File: config.mk
export PLATFORM = sky130hd
export DESIGN_NAME = tmts_ram
export DESIGN_NICKNAME = d
export VERILOG_FILES = /design/src/sv/tmts_ram.sv
export SDC_FILE = /design/constraint.sdc
export NUM_CORES = 2
export LEC_CHECK = 0
export BUFFER_PORTS_ARGS = -buffer_cell sky130_fd_sc_hd__buf_2
export CAP_MARGIN = 30
export CORE_ASPECT_RATIO = 0.9
export CORE_MARGIN = 2
export CORE_UTILIZATION = 60
export CTS_BUF_LIST = sky130_fd_sc_hd__clkbuf_8
export DETAILED_ROUTE_END_ITERATION = 6
export PLACE_DENSITY = 0.76
export SLEW_MARGIN = 20
export SYNTH_ARGS = -nofsm -noshare
export SYNTH_HDL_FRONTEND = slang
export SYNTH_SLANG_ARGS = --single-unit
File: constraint.sdc
create_clock -name clk -period 6.1 [get_ports clk]
set_input_delay 1.22 -clock clk [delete_from_list [all_inputs] [get_ports clk]]
set_output_delay 1.22 -clock clk [all_outputs]
set_load 0.01 [all_outputs]
File: src/sv/tmts_ram.sv
// Single-port synchronous RAM with registered read data.
module tmts_ram #(
  parameter int DEPTH = 256,
  parameter int WIDTH = 8
) (
  input  logic                     clk,
  input  logic                     we,
  input  logic [$clog2(DEPTH)-1:0] addr,
  input  logic [WIDTH-1:0]         wdata,
  output logic [WIDTH-1:0]         rdata
);

  logic [WIDTH-1:0] mem [DEPTH];

  always_ff @(posedge clk) begin
    if (we) begin
      mem[addr] <= wdata;
    end
    rdata <= mem[addr];
  end

endmodule

==> reports/qor.txt <==
Critical Path Stages - 7
DR vias - 38,363
Clock transition at path regs - 70 ps
Reg power frac - 57.6%
Most frequent cells in the layout - edfxtp_1, mux4_2, clkbuf_8
Pre-CTS setup slack - 1170 ps
Total power - 27.1 mW
Residual DRC - 0
Drt total wl - 180 mm
Slew @ Worst Pin - 1060 ps
Int Pwr - 21.2 mW
R2R depth - 5
Clock skew - 64.7 ps
Ys Warns - 0
1st-iter DRT viols - 5,251
Static leakage - 26.8 nW
Register bit total from synthesis - 2,056
Pre-antenna DRT Iters - 6
NetSw - 5.92 mW
Peak supply drop - 0.000257 V
Cell family with most CP delay - compound AO/OA/AOI/OAI gates
Clk network pwr share - 37.7%
Antenna violations before repair - 10
DR WL/cell - 31.4 µm
Final setup vio count - 0
Vias in the first global route - 38,863
H-tree depth - 5
Final instance area - 0.0867 mm²
Logic pwr share - 4.7%
Hold buffer count at cts - 0
DP Area - 0.0812 mm²
Resized cells post-CTS - 0
Final Cycle Share - 62.8%
Rel. slew slack - 29.6%
CTS tree - yes
Die area - 0.134 mm²
F_max - 261 MHz
First-pass GRT wire length - 263 mm
Commonest non-fill, non-tap cell in the layout - edfxtp_1
Period minus WS final - 3830 ps
FP Rows - 125
Min-delay worst type - input pin to flop
Distinct cell type count after synthesis - 22
RSZ-0062 raised after global routing - false
Setup CP Type - input pin to flop
DIE HEIGHT - 347 µm
# Max-Cap Violations - 0
Post-route ant nets - 0
Critical Path Start Type - input pin
Final Slew Violations - 0
Final hold viol count - 0
Crit end category - flop
Crit path DAT - 4680 ps
Placed cells - 5,181
Top area cells in the synthesized netlist - edfxtp_1, mux4_2, a22oi_1
Layout cell share with drive strength beyond 1 - 26.8%
Post-CTS setup repair buffer count - 0
Final non-filler cell total - 5,726
Worst-path cell chain - buf_8 > buf_4 > mux4_2 > a22oi_1 > a21oi_1 > o41ai_2 > nand4_1
Largest net degree at the start of global routing - 149
CTS Root Cell - clkbuf_8
Outcome - complete, no violations
DP Wirelength - 105 mm
Clock sinks - 2,056
WHS Path Cells - 1
Yosys top cell by area - edfxtp_1
Area occupied by multi-input gates - 0.0159 mm²
CP bufs+invs - 2
Synthesized area - 0.0785 mm²
Worst Hold Slack - 675 ps
Synth top area share - 78.3%
Final Util - 67.0%
Critical-path maximum fanout - 59
GRT Overall Usage - 27.4%
FF+latch area - 0.0617 mm²
WP data required - 6950 ps
Initial core utilization - 60.6%
Final nets - 3,809
Worst path slowest cell - o41ai_2
Max clock buf depth - 4
# fillers - 7,923
Syn Nets - 3,565
Area growth syn-to-layout - 10.5%
Die Span X - 385 µm
CP max stage delay - 940 ps
Post-synthesis sequential area ratio - 78.6%
Remaining global-route overflow - 0
Synth Instances - 3,547
Power Density - 312 mW/mm²
Core area - 0.129 mm²
Routability congestion estimate - 0.819
Sw Share - 21.9%
DR vias/cell - 6.70
Setup ws final - 2270 ps
I/O pin count - 26
Cts bufs inserted - 318
Number of port buffers - 25
Worst-Skew Late Latency - 1010 ps
Mean Syn Cell Area - 22.1 µm²
Setup TNS Final - 0 ps
cell type report:
| class | count | area share [%] |
|---|---|---|
| sequential | 2056 | 71.1 |
| multi-input combinational | 1258 | 18.3 |
| clock buffer | 327 | 5.19 |
| tap | 1714 | 2.47 |
| timing repair buffer | 156 | 1.76 |
| clock inverter | 212 | 1.16 |
| antenna | 2 | 0.00577 |
| inverter | 1 | 0.00433 |
power groups by stage:
stage / registers [mW] / clock network [mW] / logic, mW
global placement: 15.9 / 0 / 1.23
finish: 15.6 / 10.2 / 1.27
CTS: 15.6 / 10.3 / 1.27
detailed placement: 15.9 / 0 / 1.27
floorplan: 15.9 / 0 / 0.692
global route: 15.6 / 10.9 / 1.34
kinds of logic after synthesis:
logic type      Yosys count  share of synthesized area, %
compound gates          416                          3.62
buf+inv                 233                          1.40
flops                  2056                          78.6
mux                     512                          14.7
simple gates            330                          1.73
Yosys cell counts:
cell and instances:
edfxtp_1 2048, nor2b_1 7, inv_1 1, clkbuf_1 145
o41ai_1 32, a21oi_1 128, nor3_1 30, nand4_1 8
mux4_2 512, buf_4 16, nor2_1 232, a22oi_1 256
nand3_1 13, or2_2 2, nand2_1 28, dfxtp_1 8
buf_6 16, or3_1 1, buf_2 36, buf_1 19
and2_1 3, nand2b_1 6
flip-flops by register name, indices dropped and copies added (netlist names):
register  flops
mem        2048
rdata         8
metal layers:
layer  global-route usage, %  routed length, µm  part of all wire [%]
met1                    40.4              67200                    37
met2                    40.4              84000                    47
met3                    6.84              22400                    12
met4                    10.2               5960                   3.3
met5                       0                 67                 0.037
final timing paths:
check,start,endpoint,slack [ps]
min reg2reg,mem[103][1],rdata[1],950
min,wdata[6],mem[21][6],680
max,addr[0],rdata[3],2270
max reg2reg,mem[123][3],rdata[3],3440
worst reg2reg max path: cells and delay by family, from the launching register on:
kind	cells	cell delay, ps
muxes	1	470
DFF	1	380
AOI/OAI and AO/OA	3	1490
and+or+nand+nor	1	170
(Power assumes the default switching activity.)
